<file path="src/rtl/ccbs_pkg.sv">
// Shared constants and types for the console control byte sanitizer.
package ccbs_pkg;

	localparam logic [7:0] LEAD_BYTE   = 8'hC2;
	localparam logic [7:0] C1_LOW      = 8'h80;
	localparam logic [7:0] C1_HIGH     = 8'h9F;
	localparam logic [7:0] LF_BYTE     = 8'h0A;
	localparam logic [7:0] TAB_BYTE    = 8'h09;
	localparam logic [7:0] CR_BYTE     = 8'h0D;
	localparam logic [7:0] SPACE_BYTE  = 8'h20;
	localparam logic [7:0] DEL_BYTE    = 8'h7F;
	localparam logic [7:0] CTRL_OFFSET = 8'h40;
	localparam logic [7:0] CARET_BYTE  = 8'h5E;
	localparam logic [7:0] QMARK_BYTE  = 8'h3F;
	localparam logic [7:0] LBRACK_BYTE = 8'h5B;
	localparam logic [7:0] C_BYTE      = 8'h43;
	localparam logic [7:0] ONE_BYTE    = 8'h31;
	localparam logic [7:0] RBRACK_BYTE = 8'h5D;

	localparam int MAX_BYTES = 4;

	// Action codes of an input transfer.
	localparam logic ACT_DATA  = 1'b0;
	localparam logic ACT_FLUSH = 1'b1;

	// Expansion of one input item: bytes in send order, count and next lead state.
	typedef struct packed {
		logic [MAX_BYTES-1:0][7:0] bytes;
		logic [2:0]                cnt;
		logic                      lead;
	} ccbs_exp_t;

endpackage

</file>
<file path="src/rtl/console_control_byte_sanitizer.sv">
// Top level of the console control byte sanitizer.
// Usage: raw text bytes enter on the input channel (in_valid/in_ready with
// action and data_byte); terminal-safe bytes leave on the output channel
// (out_valid/out_ready with out_byte and last). Each input transfer causes
// zero to four output transfers, and last marks the final one of them.
// An end-of-stream transfer (action high) flushes a held 0xC2 lead byte.
// The first output byte of an item is offered once the item has passed the
// expansion register into the serializer. Throughput: one input transfer per
// cycle while each item yields at most one byte and out_ready stays high;
// otherwise the output port, one byte per cycle while out_ready, sets the rate.
// The expansion register sits between the two sides, so a new item is taken
// while the serializer still sends the bytes of the previous one.
// Items that yield no bytes (a carriage return, a held lead, an idle flush)
// are consumed and leave nothing in the expansion register.
// Reset clears the held lead byte and empties both registers.
// When the receiver stalls, the current byte holds steady, the expansion
// register fills, and in_ready then drops until the serializer frees up.
module console_control_byte_sanitizer (
	input  logic       clk,
	input  logic       arst_n,
	input  logic       in_valid,
	output logic       in_ready,
	input  logic       action,
	input  logic [7:0] data_byte,
	output logic       out_valid,
	input  logic       out_ready,
	output logic [7:0] out_byte,
	output logic       last
);
	import ccbs_pkg::*;

	ccbs_exp_t expansion;

	logic                      lead_q;
	logic                      exp_valid_s1;
	logic [MAX_BYTES-1:0][7:0] exp_bytes_s1;
	logic [2:0]                exp_cnt_s1;
	logic [MAX_BYTES-1:0][7:0] ser_bytes_q;
	logic [2:0]                ser_cnt_q;
	logic [1:0]                ser_idx_q;

	logic in_xfer;
	logic out_xfer;
	logic ser_free;
	logic load;

	ccbs_expand u_expand (
		.action       (action),
		.data_byte    (data_byte),
		.lead_pending (lead_q),
		.expansion    (expansion)
	);

	// The serializer is free when empty or when its final byte leaves now.
	assign out_valid = (ser_cnt_q != 3'd0);
	assign last      = (ser_cnt_q == 3'd1);
	assign out_byte  = ser_bytes_q[ser_idx_q];
	assign out_xfer  = out_valid && out_ready;
	assign ser_free  = !out_valid || (out_xfer && last);
	assign load      = exp_valid_s1 && ser_free;
	assign in_ready  = !exp_valid_s1 || load;
	assign in_xfer   = in_valid && in_ready;

	// Control state: held lead byte, expansion valid, serializer position.
	always_ff @(posedge clk or negedge arst_n) begin
		if (!arst_n) begin
			lead_q       <= 1'b0;
			exp_valid_s1 <= 1'b0;
			ser_cnt_q    <= 3'd0;
			ser_idx_q    <= 2'd0;
		end else begin
			if (in_xfer) begin
				lead_q <= expansion.lead;
			end
			if (load) begin
				exp_valid_s1 <= 1'b0;
			end
			if (in_xfer && expansion.cnt != 3'd0) begin
				exp_valid_s1 <= 1'b1;
			end
			if (load) begin
				ser_cnt_q <= exp_cnt_s1;
				ser_idx_q <= 2'd0;
			end else if (out_xfer) begin
				ser_cnt_q <= ser_cnt_q - 3'd1;
				ser_idx_q <= ser_idx_q + 2'd1;
			end
		end
	end

	// Payload registers need no reset.
	always_ff @(posedge clk) begin
		if (in_xfer) begin
			exp_bytes_s1 <= expansion.bytes;
			exp_cnt_s1   <= expansion.cnt;
		end
		if (load) begin
			ser_bytes_q <= exp_bytes_s1;
		end
	end

endmodule

</file>
<file path="src/rtl/ccbs_expand.sv">
// Combinational expansion of one input item into up to four output bytes.
module ccbs_expand (
	input  logic                action,
	input  logic [7:0]          data_byte,
	input  logic                lead_pending,
	output ccbs_pkg::ccbs_exp_t expansion
);
	import ccbs_pkg::*;

	logic [7:0] p_b0;
	logic [7:0] p_b1;
	logic [1:0] p_cnt;
	logic       p_lead;
	logic       is_c1;

	assign is_c1 = (data_byte >= C1_LOW) && (data_byte <= C1_HIGH);

	// Handling of a byte with no lead byte in front of it.
	always_comb begin
		p_b0   = '0;
		p_b1   = '0;
		p_cnt  = 2'd0;
		p_lead = 1'b0;
		priority if (data_byte == LEAD_BYTE) begin
			p_lead = 1'b1;
		end else if (data_byte == LF_BYTE || data_byte == TAB_BYTE) begin
			p_b0  = data_byte;
			p_cnt = 2'd1;
		end else if (data_byte == CR_BYTE) begin
			p_cnt = 2'd0;
		end else if (data_byte < SPACE_BYTE) begin
			p_b0  = CARET_BYTE;
			p_b1  = data_byte + CTRL_OFFSET;
			p_cnt = 2'd2;
		end else if (data_byte == DEL_BYTE) begin
			p_b0  = CARET_BYTE;
			p_b1  = QMARK_BYTE;
			p_cnt = 2'd2;
		end else begin
			p_b0  = data_byte;
			p_cnt = 2'd1;
		end
	end

	always_comb begin
		expansion       = '0;
		expansion.lead  = lead_pending;
		priority if (action == ACT_FLUSH) begin
			if (lead_pending) begin
				expansion.bytes[0] = LEAD_BYTE;
				expansion.cnt      = 3'd1;
				expansion.lead     = 1'b0;
			end
		end else if (lead_pending) begin
			if (is_c1) begin
				expansion.bytes[0] = LBRACK_BYTE;
				expansion.bytes[1] = C_BYTE;
				expansion.bytes[2] = ONE_BYTE;
				expansion.bytes[3] = RBRACK_BYTE;
				expansion.cnt      = 3'd4;
				expansion.lead     = 1'b0;
			end else begin
				expansion.bytes[0] = LEAD_BYTE;
				expansion.bytes[1] = p_b0;
				expansion.bytes[2] = p_b1;
				expansion.cnt      = 3'd1 + {1'b0, p_cnt};
				expansion.lead     = p_lead;
			end
		end else begin
			expansion.bytes[0] = p_b0;
			expansion.bytes[1] = p_b1;
			expansion.cnt      = {1'b0, p_cnt};
			expansion.lead     = p_lead;
		end
	end

endmodule

</file>
<file path="config.mk">
export PLATFORM = sky130hd
export DESIGN_NAME = console_control_byte_sanitizer
export DESIGN_NICKNAME = d
export VERILOG_FILES = /design/src/rtl/ccbs_pkg.sv /design/src/rtl/console_control_byte_sanitizer.sv /design/src/rtl/ccbs_expand.sv
export SDC_FILE = /design/constraint.sdc
export NUM_CORES = 1
export LEC_CHECK = 0
export ABC_AREA = 1
export ABC_CLOCK_PERIOD_IN_PS = 2240
export BUFFER_PORTS_ARGS = -buffer_cell sky130_fd_sc_hd__buf_4
export CORE_MARGIN = 1
export CORE_UTILIZATION = 26
export DETAILED_ROUTE_END_ITERATION = 6
export GPL_TIMING_DRIVEN = 0
export PLACE_DENSITY = 0.43
export SETUP_SLACK_MARGIN = 0.2
export SLEW_MARGIN = 25
export SYNTH_ARGS = -nofsm -noshare
export SYNTH_HDL_FRONTEND = slang
export SYNTH_SLANG_ARGS = --single-unit
export TNS_END_PERCENT = 5
</file>
<file path="constraint.sdc">
create_clock -name clk -period 2.24 [get_ports clk]
set_clock_uncertainty 0.2 [all_clocks]
set_input_delay 0.672 -clock clk [delete_from_list [all_inputs] [get_ports clk]]
set_output_delay 0.672 -clock clk [all_outputs]
set_load 0.005 [all_outputs]
</file>
## Word-level counts from Yosys, hierarchy flattened

Index checks and enable logic that the tools add are counted.

- Register bits: 74
- Input port bits: 13
- Output and inout port bits: 11
- Word-level logic and storage cells: 75

- Add/sub/neg operators: 4
- Order comparisons: 4
- Equality and inequality tests: 6
- Mux-type cells: 29
- Bitwise gates (word level): 1
- Reductions and logical operators: 17

Operator list:

| operator | count |
|---|---|
| two-way mux 8 bit | 10 |
| two-way mux 26 bit | 1 |
| equality test 8 x 4 -> 1 bit (second input constant) | 3 |
| two-way mux 12 bit | 2 |
| two-way mux 20 bit | 1 |
| binary-select mux 8 bit (select 2 bit) | 1 |
| two-way mux 2 bit | 7 |
| adder 8 x 7 -> 8 bit (second input constant) | 1 |
| equality test 8 x 7 -> 1 bit (second input constant) | 1 |
| equality test 8 bit (second input constant) | 1 |
| greater-or-equal comparator 8 bit (second input constant) | 1 |
| <= comparator 8 bit (second input constant) | 1 |
| < comparator 8 x 6 -> 1 bit (second input constant) | 1 |
| two-way mux 7 bit | 1 |
| logical AND 1 bit | 6 |
| two-way mux 3 bit | 2 |
| two-way mux 6 bit | 1 |
| nonzero test 3 bit | 2 |
| nonzero test 2 bit | 2 |
| adder 1 x 2 -> 3 bit (first input constant) | 1 |
| equality test 3 x 1 -> 1 bit (second input constant) | 1 |
| logical OR 1 bit | 3 |
| < comparator 2 x 3 -> 1 bit (second input constant) | 1 |
| two-way mux 1 bit | 3 |
| 6 further kinds | 7 |

## Depth between registers and ports, before layout

Gate-level depths: netlist of run 1.

- Depth in word-level cells: 13
- Mapped depth: 16
- Gate-level depth less buffers: 16

## Cells and area by module

From an unflattened synthesis of run 1, not the netlist that was laid out.

- Cell total of the unflattened synthesis: 333
- Area total of the unflattened synthesis: 3532.1 um^2

By module, submodules not included:

| module | instances | cells an instance | area each (um^2) | seq. area each (um^2) |
|---|---|---|---|---|
| console_control_byte_sanitizer | 1 | 169 | 2686.3 | 2187.1 |
| ccbs_expand | 1 | 164 | 845.8 | 0.0 |

## Worst setup path before layout of run 1

No wires, ideal clock.

- Path kind: input port to flip-flop
- From: input port data_byte[6]
- To: register exp_valid_s1
- Setup time: 0.121 ns
- Data arrival time: 2.086 ns
- Data required time: 1.919 ns
- Path slack: -0.167 ns
- Stages on the path: 15
- Buffers on the path: 0
- Cells stage by stage: inv_1 -> ha_1 -> inv_1 -> o21ai_4 -> nand2_2 -> nand2_4 -> nand2_2 -> inv_2 -> ha_1 -> nand3_1 -> nand2_1 -> nor2_1 -> nand2_1 -> nand2_1 -> nand2_1

RTL lines:

| element | line | RTL |
|---|---|---|
| start, declared | console_control_byte_sanitizer.sv:24 | `input logic [7:0] data_byte,` |
| end signal, assigned | console_control_byte_sanitizer.sv:68 | `exp_valid_s1 <= 1'b0;` |
| end signal, assigned | console_control_byte_sanitizer.sv:76 | `exp_valid_s1 <= 1'b0;` |
| end signal, assigned | console_control_byte_sanitizer.sv:79 | `exp_valid_s1 <= 1'b1;` |
| end, declared | console_control_byte_sanitizer.sv:35 | `logic exp_valid_s1;` |

## Worst setup path after layout of run 1

- From: register ser_idx_q[0]
- To: output port out_byte[4]

- Longest elaborated chain between the ends: 2

RTL lines:

| element | line | RTL |
|---|---|---|
| start, declared | console_control_byte_sanitizer.sv:40 | `logic [1:0] ser_idx_q;` |
| start signal, assigned | console_control_byte_sanitizer.sv:86 | `ser_idx_q <= ser_idx_q + 2'd1;` |
| binary-select mux 8 bit (select 2 bit) | console_control_byte_sanitizer.sv:57 | `assign out_byte = ser_bytes_q[ser_idx_q];` |
| two-way mux 8 bit (implied by the code) | console_control_byte_sanitizer.sv:57 |  |
| end, declared | console_control_byte_sanitizer.sv:27 | `output logic [7:0] out_byte,` |

Every way passes these cells. The select of a mux whose other input is x is not followed.

==> results of run 1 <==
## layout by cell type, fill, tap and decap left out, types with 4 or more instances in the layout
cell                        n
sky130_fd_sc_hd__nand3_1   11
sky130_fd_sc_hd__nor2_1    38
sky130_fd_sc_hd__dfrtp_1    7
sky130_fd_sc_hd__o21ai_0   10
sky130_fd_sc_hd__nor2_2     4
sky130_fd_sc_hd__nand2_1   47
sky130_fd_sc_hd__nand3_2    8
sky130_fd_sc_hd__inv_1     17
sky130_fd_sc_hd__ha_1       7
sky130_fd_sc_hd__o21ai_1    5
sky130_fd_sc_hd__a21oi_1    7
sky130_fd_sc_hd__inv_2      8
sky130_fd_sc_hd__nand2_2    6
sky130_fd_sc_hd__buf_4     29
sky130_fd_sc_hd__clkbuf_8  10
sky130_fd_sc_hd__edfxtp_1  53
## per-stage QoR
stage                     cell area [um^2]  setup TNS [ns]  utilization
final                                 3826         -0.5933       0.3545
after global routing                  3826          -1.529       0.3545
after CTS                             3765         -0.8569       0.3488
after detailed placement              3294          -6.892       0.3052
after global placement                3294          -18.39       0.3052
after floorplan                       2947        -0.01870            -
## per-layer routing
layer	routed length [um]	share of wire	track usage
met1	2912	0.47	0.1527
met2	3043	0.49	0.2037
met3	146	0.024	0.02371
met4	110	0.018	0.06164
met5	0	0	0
## worst paths after layout
kind                       cells past startpoint        startpoint  slack (ns)          endpoint
max                                            7      ser_idx_q[0]       -0.10       out_byte[4]
min                                            0  exp_bytes_s1[21]        0.21   ser_bytes_q[21]
max reg2reg                                    8      ser_cnt_q[1]        0.24  exp_bytes_s1[15]
min reg2reg                                    0  exp_bytes_s1[21]        0.21   ser_bytes_q[21]
max in group asynchronous                      2            arst_n        1.21      ser_idx_q[1]
min in group asynchronous                      2            arst_n        0.49            lead_q
## registers in the layout (all words and copies together) (netlist names)
| register | cells |
|---|---|
| ser_cnt_q | 3 |
| exp_bytes_s1 | 25 |
| ser_idx_q | 2 |
| exp_cnt_s1 | 3 |
| lead_q | 1 |
| exp_valid_s1 | 1 |
| ser_bytes_q | 25 |
## Yosys cell counts, types with 5 or more instances
library cell / number
sky130_fd_sc_hd__inv_1: 23
sky130_fd_sc_hd__nand3_1: 20
sky130_fd_sc_hd__ha_1: 9
sky130_fd_sc_hd__inv_2: 6
sky130_fd_sc_hd__o21ai_0: 10
sky130_fd_sc_hd__nand2_1: 52
sky130_fd_sc_hd__edfxtp_1: 53
sky130_fd_sc_hd__o21ai_1: 5
sky130_fd_sc_hd__o311ai_0: 5
sky130_fd_sc_hd__nor2_1: 41
sky130_fd_sc_hd__a21oi_1: 7
sky130_fd_sc_hd__dfrtp_1: 7
## repair_timing
action / in CTS / in global routing
pin swaps: 8 / 0
resized for setup: 54 / 8
setup buffers: 10 / 0
setup endpoints to repair: 82 / 68
hold buffers: 1 / 0
hold endpoints to repair: 7 / 0
## logic make-up (layout without fill, tap and decap cells)
family,Yosys count,after routing
AOI/OAI and AO/OA,43,43
xor gates and xnor gates,1,1
adders and majority gates,9,9
buffers and inverters,36,86
DFF,60,60
and+or+nand+nor,124,124
## report_power, final
part	total (W)	switching (W)	leakage, nW	internal, W
registers	0.00176	0.000113	0.584	0.00164
clock network	0.000931	0.000389	0.0926	0.000542
logic	0.00167	0.000889	0.814	0.000780
total	0.00436	0.00139	1.49	0.00297
## cell type report
| class | instances | area (um^2) | share of cell area |
|---|---|---|---|
| plain buffers | 4 | 76.32 | 0.01995 |
| inverters | 32 | 163.9 | 0.04284 |
| clock buffers | 12 | 145.1 | 0.03793 |
| multi-input cells | 177 | 1169 | 0.3054 |
| repair buffers | 34 | 280.3 | 0.07325 |
| well taps | 140 | 175.2 | 0.04578 |
| flip-flops and latches | 60 | 1767 | 0.4617 |
| clock inverters | 4 | 50.05 | 0.01308 |
## critical path, cell delays in order, from the launching register on
cell and delay (ns):
sky130_fd_sc_hd__dfrtp_1 0.35, sky130_fd_sc_hd__buf_8 0.14, sky130_fd_sc_hd__clkinv_8 0.06, sky130_fd_sc_hd__clkbuf_16 0.16, sky130_fd_sc_hd__buf_8 0.13, sky130_fd_sc_hd__nand3_2 0.07, sky130_fd_sc_hd__o311ai_4 0.08, sky130_fd_sc_hd__buf_4 0.15
==> out/summary.md, run 1 <==
The flow ran to the end, but the final reports show violations. The final reports fail on setup timing. Synthesis produced a netlist with a net count of 295. The clock net in this run drives a total of 60 sinks. Post-synthesis mux area share: 0. Entering global routing, the biggest net connects 31 pins. The number of antenna diodes in the final layout is 0. The post-synthesis area per instance works out to 10.52 um^2.

The antenna violation net count after detailed routing was 0; the share of the synthesized area in compound gates (AO/OA/AOI/OAI) was 0.09974. For the worst-skew pair, the clock arrives at the later sink with an insertion delay of 0.33 ns. STA classifies the critical path startpoint as a flop.

The number of slew-limit violations in the final report was 0. Dividing the detail-routed wire length by the instance count gives 13.42 um. Dividing the detail-routed via count by the number of cells gives 4.268.

The count of flip-flops with a built-in enable after synthesis is 53. The share of synthesized registers carrying an async set or reset is 0.1167. The standard-cell row count is 38. The flip-flop and latch count after synthesis works out to 60. Hold timing on the final database bottoms out at a slack of 0.2055 ns. In this run the count of I/O pins placed on the die edge is 24. Measured along the x axis, the die boundary spans 107.1 um.

The cell sitting at the root of the clock tree is a sky130_fd_sc_hd__clkbuf_8. The maximum clock frequency was 426.6 MHz; the xor/xnor cell area share of the yosys netlist was 0.003049. For the worst setup path, the data arrival time is 1.47 ns. The logs give 3 for the number of H-tree branching levels and 273 for the post-synthesis cell count. In this run the worst path has a maximum fanout of 6. For the number of antenna violations at the first check in global routing, the log shows 0.

The setup path with the least slack is of type reg2out. Worst vdd rail ir drop: 0.3384 mV. Combined global-route utilization of all metal layers: 0.1230. Clock tree synthesis inserted a total of 9 buffers.

The tools report the worst setup margin as -0.1041 ns. After detailed placement, the design holds a cell count of 436. At the pin with the least slew margin, the transition time is 0.6084 ns. The count of buffers from port buffering was 23. Main flop type after synthesis: sky130_fd_sc_hd__edfxtp_1. The run gives 340 as the final net count. By area, the combinational part of the netlist is dominated by simple AND/OR/NAND/NOR gates. The number of global-route vias before repair was 1990; the area inside the core boundary was 10790 um^2.

The path type of the worst min-delay path was reg2reg. Leaving out filler cells and counting taps, the final layout contains 463. The fraction of final layout cells sized beyond drive strength 1 is 0.3282, and the total wirelength of the detailed-routed design is 6212 um.

The number of distinct library cells after synthesis was 35. The biggest area contributor in the post-synthesis netlist is sky130_fd_sc_hd__edfxtp_1. The cell area that synthesis handed to floorplanning was 2873 um^2.

The post-layout minimum cycle time is 2.344 ns. The total count of hold-check failures in the final report is 0. Area enclosed by the die boundary: 11470 um^2. The ratio of final minimum period to clock period came out at 1.046. The area fraction of the dominant cell type after synthesis was 0.5540; the number of synthesis warnings was 0. The worst setup path is captured at a primary output. Setup repair after global routing could not meet its margin everywhere.

For this design the static power due to leakage is 1.491 nW. The cell area power density came out at 1138 nW/um^2. TritonCTS built the clock tree.

The number of endpoints failing setup at the final stage is 8, and the number of iterations in the first detailed-routing pass is 4. The first global-routing pass estimated 10420 um of wire. The tools report the data required time at the worst endpoint as 1.37 ns.

Total power of the final layout: 0.004356 W. The number of remaining DRC errors came out at 0. The run gives 4543 um as the half-perimeter wire length after detailed placement. After clock tree synthesis, the clock-pin slew on the worst setup and hold paths is 0.07 ns.

The total congestion overflow is 0, and the vertical extent of the die is 107.1 um. The tools report the number of vias after detailed routing as 1976. The maximum buffer depth of the clock tree came out at 2. The first routing iteration left 76 violations. Routability-driven placement finished with a final weighted congestion of 0.8534.

Max-cap violations in this run came to 0. The initial core utilization was 0.2662; the fraction of the mapped netlist area in adder cells was 0.03920. The simple logic cell fraction of the synthesized area came out at 0.1947. The tools report the fraction of the yosys area taken by sequential cells as 0.6150. The headroom to the max-slew limit is 0.5938. By area the synthesized netlist is led by sky130_fd_sc_hd__edfxtp_1 (55%), sky130_fd_sc_hd__nand2_1 (6.8%), sky130_fd_sc_hd__dfrtp_1 (6.1%), sky130_fd_sc_hd__nor2_1 (5.4%), sky130_fd_sc_hd__ha_1 (3.9%). The number of fillers in the final layout was 1099; the area growth from synthesis to layout was 33.19%. Timing analysis after detailed placement gives a worst setup slack of -0.3992 ns.
No activity file was read; power rests on OpenSTA's default activity.
==> run 2: changes to the inputs <==
--- a/config.mk
+++ b/config.mk
@@ -6,13 +6,13 @@
 export NUM_CORES = 1
 export LEC_CHECK = 0
 export ABC_AREA = 1
-export ABC_CLOCK_PERIOD_IN_PS = 2240
+export ABC_CLOCK_PERIOD_IN_PS = 2070
 export BUFFER_PORTS_ARGS = -buffer_cell sky130_fd_sc_hd__buf_4
 export CORE_MARGIN = 1
 export CORE_UTILIZATION = 26
 export DETAILED_ROUTE_END_ITERATION = 6
 export GPL_TIMING_DRIVEN = 0
-export PLACE_DENSITY = 0.43
+export PLACE_DENSITY = 0.45
 export SETUP_SLACK_MARGIN = 0.2
 export SLEW_MARGIN = 25
 export SYNTH_ARGS = -nofsm -noshare
==> constraint.sdc (replaced) <==
create_clock -name clk -period 2.07 [get_ports clk]
set_clock_uncertainty 0.2 [all_clocks]
set_input_delay 0.621 -clock clk [delete_from_list [all_inputs] [get_ports clk]]
set_output_delay 0.621 -clock clk [all_outputs]
set_load 0.005 [all_outputs]
==> out/summary.md, run 2 (synthesis gave the netlist of run 1 again) <==
The ratio of final minimum period to clock period is 1.095, and the post-layout minimum cycle time is 2.266 ns. The vertical extent of the die is 107.1 um (unchanged). The total CTS buffers is 9 (unchanged), and the mean routed wirelength per cell is 13.42 um (about the same).

The half-perimeter wire length after detailed placement came out at 4388 um (-3.4%). For the leakage dissipation, the log shows 1.540 nW (+3.3%). The logs give 3943 um^2 (+3.0%) for the design area and 0.7593 (+0.1655) for the headroom to the max-slew limit. The worst setup margin is -0.1961 ns (-0.09200 ns), and the number of vias after detailed routing is 2057 (+4.1%). The tools report the number of placed I/O pins as 24 (unchanged). The worst setup path is launched from a flop.

The maximum buffer depth of the clock tree was 2 (unchanged); the clock group share of total power was 0.204 (-0.010). The design internal power was 0.003297 W (+11%). The largest incremental delay on the critical path came out at 0.40 ns (+0.05 ns).

The logs give 0.004884 W (+12%) for the total power of the final layout and 11470 um^2 (unchanged) for the area enclosed by the die boundary. The wire length of the first global-routing pass was 10030 um (-3.8%). Among all stages on the critical path, the largest delay is contributed by sky130_fd_sc_hd__dfrtp_1.

The critical-path maximum fanout works out to 4 (-2). The cell area power density was 1239 nW/um^2 (+8.8%). The number of iterations in the first detailed-routing pass was 4 (unchanged). The max-capacitance violation count is 0 (unchanged), and the floorplan die width is 107.1 um (unchanged). The number of antenna cells inserted is 0 (unchanged). The tools report the net switching power as 0.001588 W (+14%). The maximum number of pins on one net before global-route repair was 31 (unchanged). The kind of critical path is reg2out. The area growth from synthesis to layout works out to 37.24%. The largest registers in the layout are exp_bytes_s1: 25 flops, ser_bytes_q: 25 flops. The combined global-route utilization of all metal layers is 0.1161 (-0.006951), and the total negative slack is -1.438 ns (-0.8443 ns).

The final net count is 347 (+2.1%), and the signal arrival time at the worst endpoint is 1.45 ns (-0.02 ns). Setup repair after global routing could not meet its margin everywhere. The end-of-flow core utilization was 0.3653 (+0.01078). The post-detailed-route via-to-cell ratio was 4.377 (+2.5%). The cell repeated most along the worst path is sky130_fd_sc_hd__buf_4. The flow ran to the end, but the final reports show violations. The standard-cell row count is 38 (unchanged). The clock net sink count is 60 (unchanged). The final reports fail on setup timing. TritonCTS built the clock tree. The tools report the endpoint kind of the worst setup timing path as a primary output. For the initial detailed-routing violation count, the log shows 117 (+54%). The tools report the number of global-route vias before repair as 1981 (-0.45%). Derived from the worst setup path, the maximum achievable clock frequency is 441.3 MHz. For the number of remaining DRC errors, the log shows 0 (unchanged).

Antenna violation net count after detailed routing: 0 (unchanged). The tools report the number of slew-limit violations in the final report as 0 (unchanged). The library cell used most frequently in the layout, excluding fill and tap cells, is sky130_fd_sc_hd__edfxtp_1. The path class of the tightest hold or removal check is reg2reg. Total congestion overflow: 0 (unchanged). The pin slew with the least headroom to its limit was 0.3603 ns (-0.2481 ns). The area inside the core boundary was 10790 um^2 (unchanged).

For the sequential share of power, the log shows 0.391 (-0.012). Count of buffers from port buffering: 23 (unchanged). Number of buffer and inverter instances along the worst setup path: 4 (-1). In the layout the commonest cells are sky130_fd_sc_hd__edfxtp_1 (53), sky130_fd_sc_hd__nand2_1 (44), sky130_fd_sc_hd__nor2_1 (32), sky130_fd_sc_hd__buf_4 (30), sky130_fd_sc_hd__inv_1 (15). The combinational power share was 0.406 (+0.023). The number of antenna violations at the first check in global routing is 0 (unchanged), and the fraction of final layout cells sized beyond drive strength 1 is 0.3758 (+0.04758).

On the critical path the largest part of the delay comes from buffers and inverters. Last weighted congestion value of the routability-driven placer: 0.8541 (about the same). The data required time at the worst endpoint was 1.25 ns (-0.12 ns). The initial core utilization is 0.2662 (unchanged), and the share of total power consumed by net switching is 0.3250 (+0.005834).

For the worst vdd rail ir drop, the log shows 0.3610 mV (+6.7%). The number of endpoints failing setup at the final stage is 11 (+3). The insertion delay of the later-clocked pin in the worst-skew pair was 0.33 ns (about the same); the number of H-tree branching levels was 3 (unchanged). The clock-pin slew on the worst setup and hold paths was 0.07 ns (about the same). The total wirelength of the detailed-routed design was 6307 um (+1.5%). The tools report the cell chosen for the clock root as sky130_fd_sc_hd__clkbuf_8. For the instance area at placement, the log shows 3306 um^2 (+0.34%). The tools report the total count of hold-check failures in the final report as 0 (unchanged).

Traced cell by cell, the critical path runs through buf_4, clkbuf_16, buf_4, nor2_2, o31ai_2, buf_4. The post-route worst hold slack is 0.2179 ns (+0.01245 ns).
[run 2: cell count changes in the layout (fill, tap and decap cells not counted), moves of 3 or more]
cell,delta
sky130_fd_sc_hd__nor2_1,-6
sky130_fd_sc_hd__nor2_2,+5
sky130_fd_sc_hd__o21ai_2,+4
sky130_fd_sc_hd__clkinv_4,+3
sky130_fd_sc_hd__nand2_1,-3
sky130_fd_sc_hd__nand3_1,+3
sky130_fd_sc_hd__o21ai_0,-3
sky130_fd_sc_hd__o311ai_1,+3
sky130_fd_sc_hd__o31ai_2,+3
sky130_fd_sc_hd__o31ai_4,-3
[run 2: worst paths after layout]
kind	startpoint	to	slack, ns	depth (start not counted)
setup / recovery	ser_idx_q[0]	out_byte[5]	-0.20	6
hold / removal	exp_bytes_s1[8]	ser_bytes_q[8]	0.22	0
setup reg to reg	ser_cnt_q[1]	ser_cnt_q[2]	0.08	12
hold reg to reg	exp_bytes_s1[8]	ser_bytes_q[8]	0.22	0
max in group asynchronous	arst_n	ser_idx_q[0]	1.10	2
min in group asynchronous	arst_n	ser_cnt_q[0]	0.44	2
[run 2: cell type report]
cell class / count / area (um^2)
fill: 1070 / 6850
multi-input combinational: 177 / 1179
tap: 140 / 175.2
timing repair inverter: 2 / 18.77
sequential: 60 / 1767
buffer: 4 / 76.32
inverter: 32 / 170.2
timing repair buffer: 39 / 364.1
clock inverter: 6 / 65.06
clock buffer: 10 / 127.6
[run 2: per-stage QoR]
step                setup WS [ns]  instances
finish                    -0.1961        470
global route              -0.2722        470
CTS                       -0.2201        459
detailed placement        -0.5031        436
global placement          -0.5066        436
floorplan                 -0.1348        273
[run 2: what timing repair did]
action,in CTS,in global routing
gates cloned,2,3
endpoints found under the setup margin,95,98
endpoints found under the hold margin,7,0
pin swaps,5,17
gates resized for setup,31,42
buffers inserted,4,8
hold buffers,1,0
[run 2: routing by layer]
| metal | vias to the layer above | wire (um) | GRT usage |
|---|---|---|---|
| met5 | - | 0 | 0 |
| met3 | 10 | 152 | 0.02432 |
| met1 | 971 | 2987 | 0.1484 |
| met4 | 0 | 110 | 0.04697 |
| met2 | 26 | 3057 | 0.1908 |
| li1 | 1050 | - | - |
[run 2: worst register-to-register path, cell delays in order (launching register included)]
cell and delay [ns]:
sky130_fd_sc_hd__dfrtp_1 0.37, sky130_fd_sc_hd__inv_2 0.10, sky130_fd_sc_hd__ha_4 0.13, sky130_fd_sc_hd__inv_2 0.04
sky130_fd_sc_hd__nor2_4 0.10, sky130_fd_sc_hd__nand2_2 0.08, sky130_fd_sc_hd__buf_4 0.13, sky130_fd_sc_hd__nand2_1 0.04
sky130_fd_sc_hd__nand2_1 0.11, sky130_fd_sc_hd__inv_6 0.25, sky130_fd_sc_hd__nor2_1 0.07, sky130_fd_sc_hd__inv_1 0.13
sky130_fd_sc_hd__o221ai_1 0.12
[run 2: power groups by stage]
stage | Clock (W) | Sequential [W] | Combinational (W)
4_1_cts | 0.00103 | 0.00188 | 0.00156
3_3_place_gp | 0 | 0.00190 | 0.00122
2_1_floorplan | 0 | 0.00187 | 0.000737
5_1_grt | 0.00109 | 0.00194 | 0.00218
3_5_place_dp | 0 | 0.00190 | 0.00124
6_report | 0.000995 | 0.00191 | 0.00198
==> run 3: changes to the inputs <==
--- a/config.mk
+++ b/config.mk
@@ -6,13 +6,13 @@
 export NUM_CORES = 1
 export LEC_CHECK = 0
 export ABC_AREA = 1
-export ABC_CLOCK_PERIOD_IN_PS = 2070
+export ABC_CLOCK_PERIOD_IN_PS = 2600
 export BUFFER_PORTS_ARGS = -buffer_cell sky130_fd_sc_hd__buf_4
 export CORE_MARGIN = 1
 export CORE_UTILIZATION = 26
 export DETAILED_ROUTE_END_ITERATION = 6
 export GPL_TIMING_DRIVEN = 0
-export PLACE_DENSITY = 0.45
+export PLACE_DENSITY = 0.43
 export SETUP_SLACK_MARGIN = 0.2
 export SLEW_MARGIN = 25
 export SYNTH_ARGS = -nofsm -noshare
==> constraint.sdc (replaced) <==
create_clock -name clk -period 2.6 [get_ports clk]
set_clock_uncertainty 0.2 [all_clocks]
set_input_delay 0.78 -clock clk [delete_from_list [all_inputs] [get_ports clk]]
set_output_delay 0.78 -clock clk [all_outputs]
set_load 0.05 [all_outputs]
==> out/summary.md, run 3 (synthesis gave the netlist of run 1 again) <==
The flow ran to the end, and the final reports show no timing, DRC or antenna violations. The total power of the final layout is 0.004046 W (-17%), and the post-detailed-route via-to-cell ratio is 4.265 (-2.6%). The design internal power was 0.002474 W (-25%); the total congestion overflow was 0 (unchanged). Max-capacitance violation count: 0 (unchanged). For the combined global-route utilization of all metal layers, the log shows 0.1145 (-0.001555). The clock-pin slew on the worst setup and hold paths is 0.06 ns (about the same), and the worst slack at placement is -0.3772 ns (+0.1259 ns).

The logs give 11470 um^2 (unchanged) for the area enclosed by the die boundary and 9887 um (-1.4%) for the wire length of the first global-routing pass. TritonCTS built the clock tree. The logs give 0 (-11) for the number of endpoints failing setup at the final stage and 38 (unchanged) for the standard-cell row count.

The mean routed wirelength per cell is 12.93 um (-3.6%), and the combinational power share is 0.438 (+0.032). The endpoint kind of the worst setup timing path is a primary output. Signal arrival time at the worst endpoint: 1.51 ns (+0.06 ns). The floorplan die width works out to 107.1 um (unchanged). The number of global-route vias before repair was 1910 (-3.6%); the antenna violation net count after detailed routing was 0 (unchanged).

For the headroom to the max-slew limit, the log shows 0.5760 (-0.1833). By instance count, the cell type seen most on the critical path is sky130_fd_sc_hd__buf_6. The largest incremental delay on the critical path is 0.37 ns (-0.03 ns), and the total wirelength of the detailed-routed design is 5911 um (-6.3%). Number of vias after detailed routing: 1949 (-5.3%).

The count of buffers from port buffering works out to 23 (unchanged). The signal on the critical path passes through buf_6, clkinv_8, clkbuf_16, nor2_1, o31ai_4, buf_6. The initial core utilization was 0.2662 (unchanged); the maximum number of pins on one net before global-route repair was 31 (unchanged). The timing startpoint of the critical path is ser_idx_q[0]. In this run the critical register-to-register path is captured at ser_cnt_q[0].

The library cells used most frequently in the layout, excluding fill and tap cells, are sky130_fd_sc_hd__edfxtp_1 (53), sky130_fd_sc_hd__nand2_1 (51), sky130_fd_sc_hd__nor2_1 (40), sky130_fd_sc_hd__buf_4 (23). Setup repair after global routing could not meet its margin everywhere. The most common cell after layout, fill and taps aside is sky130_fd_sc_hd__edfxtp_1. The ratio of final minimum period to clock period came out at 0.9580. The root buffer cell chosen for the clock tree is sky130_fd_sc_hd__clkbuf_8. The min-delay analysis places its worst path in the category in2async. The number of iterations in the first detailed-routing pass is 4 (unchanged). The pin slew with the least headroom to its limit works out to 0.6347 ns (+0.2744 ns).

The largest registers in the layout are exp_bytes_s1: 25 flops, ser_bytes_q: 25 flops. Fraction of final layout cells sized beyond drive strength 1: 0.2713 (-0.1045). The half-perimeter wire length after detailed placement is 4503 um (+2.6%).

The worst setup path is of the reg2out kind. The clock group share of total power is 0.190 (-0.014), and the internal reg-to-reg setup slack is 0.31 ns (+0.23 ns). The run gives 1.62 ns (+0.37 ns) as the data required time at the worst endpoint. Static timing analysis puts the maximum clock frequency at 401.5 MHz. Clock net sink count: 60 (unchanged). The worst vdd rail ir drop was 0.4246 mV (+18%). The number of H-tree branching levels is 3 (unchanged). The master of the slowest instance on the critical path was sky130_fd_sc_hd__dfrtp_1.

STA classifies the critical path startpoint as a flop. The area growth from synthesis to layout is 27.53%, and the total CTS buffers is 9 (unchanged). The leakage dissipation is 1.426 nW (-7.4%), and the number of placed I/O pins is 24 (unchanged). The worst setup margin was 0.1091 ns (+0.3052 ns); the worst-case reg-to-reg path depth was 9 (-3). The sequential share of power was 0.372 (-0.019); the number of antenna violations at the first check in global routing was 0 (unchanged). The logs give 0 (unchanged) for the number of slew-limit violations in the final report and 127 (+8.5%) for the initial detailed-routing violation count. The maximum buffer depth of the clock tree came out at 2 (unchanged).

Area inside the core boundary: 10790 um^2 (unchanged). The total count of hold-check failures in the final report is 0 (unchanged), and the final net count is 334 (-3.7%). The vertical extent of the die is 107.1 um (unchanged), and the post-layout minimum cycle time is 2.491 ns.

Critical-path maximum fanout: 10 (+6). The cell area power density works out to 1104 nW/um^2 (-11%). The tools report the insertion delay of the later-clocked pin in the worst-skew pair as 0.32 ns (about the same). Following the worst setup path forward leads to its endpoint at out_byte[5].

For the number of remaining DRC errors, the log shows 0 (unchanged). The last weighted congestion value of the routability-driven placer is 0.8491 (-0.59%). The startpoint identified for the worst register-to-register timing path is ser_cnt_q[0].

The number of antenna cells inserted was 0 (unchanged); the share of total power consumed by net switching was 0.3884 (+0.06339). The net switching power is 0.001572 W (-1.0%).
==> run 3: cell types whose count changed in the layout (fill, tap and decap cells not counted), sizes merged <==
| cell | delta |
|---|---|
| buf | -7 |
| clkbuf | -3 |
| clkinv | -1 |
| clkinvlp | +2 |
| dlygate4sd3 | -1 |
| inv | -3 |
==> run 3: cell type report <==
type                    count  area (um^2)
fillers                  1099         7129
flip-flops and latches     60         1767
multi-input cells         177         1091
repair buffers             28        229.0
well taps                 140        175.2
inverters                  32        146.4
clock buffers              10        127.6
plain buffers               4        72.57
clock inverters             6        55.05
==> run 3: per-layer routing <==
layer	wire length (um)	vias to the layer above	GRT usage
met5	0	-	0
met4	109	0	0.05382
met3	151	9	0.02736
met2	2705	28	0.1829
met1	2944	895	0.1457
li1	-	1017	-
==> run 3: how the worst min path moves through the flow <==
stage | to | slack (ns) | cells past startpoint
finish | exp_valid_s1 | 0.06 | 1
detailed placement | ser_bytes_q[21] | 0.20 | 0
global placement | ser_bytes_q[9] | 0.20 | 0
CTS | ser_cnt_q[1] | 0.04 | 1
floorplan | ser_bytes_q[0] | 0.20 | 0
global route | ser_idx_q[0] | 0.04 | 1
==> run 3: power groups by stage <==
stage	combinational, W	sequential [W]	clock [W]
final	0.00177	0.00150	0.000769
after global routing	0.00191	0.00154	0.000837
after CTS	0.00179	0.00151	0.000798
after detailed placement	0.00161	0.00152	0
after global placement	0.00160	0.00152	0
after floorplan	0.00121	0.00149	0
==> run 3: stage by stage <==
stage / util / hold slack (ns) / instance area (um^2) / setup TNS, ns / cells
floorplan: - / 0.2003 / 2990 / 0 / 273
detailed placement: 0.3093 / 0.2045 / 3338 / -2.823 / 436
CTS: 0.3368 / 0.04007 / 3635 / 0 / 455
finish: 0.3394 / 0.05789 / 3664 / 0 / 457
global placement: 0.3093 / 0.2033 / 3338 / -2.271 / 436
global route: 0.3394 / 0.03665 / 3664 / 0 / 457
==> run 3: worst max-delay path: cells and delay by family, from the launching register on <==
family	cells	cell delay, ns
AND/OR/NAND/NOR	1	0.06
flip-flops	1	0.37
AO/OA/AOI/OAI	1	0.19
buffers and inverters	4	0.56
==> run 3: repair_timing <==
action / CTS / global route
pin swaps: 1 / 1
hold buffers: 0 / 0
resized for setup: 21 / 5
endpoints found under the hold margin: 0 / 0
buffers inserted: 3 / 2
endpoints found under the setup margin: 11 / 35
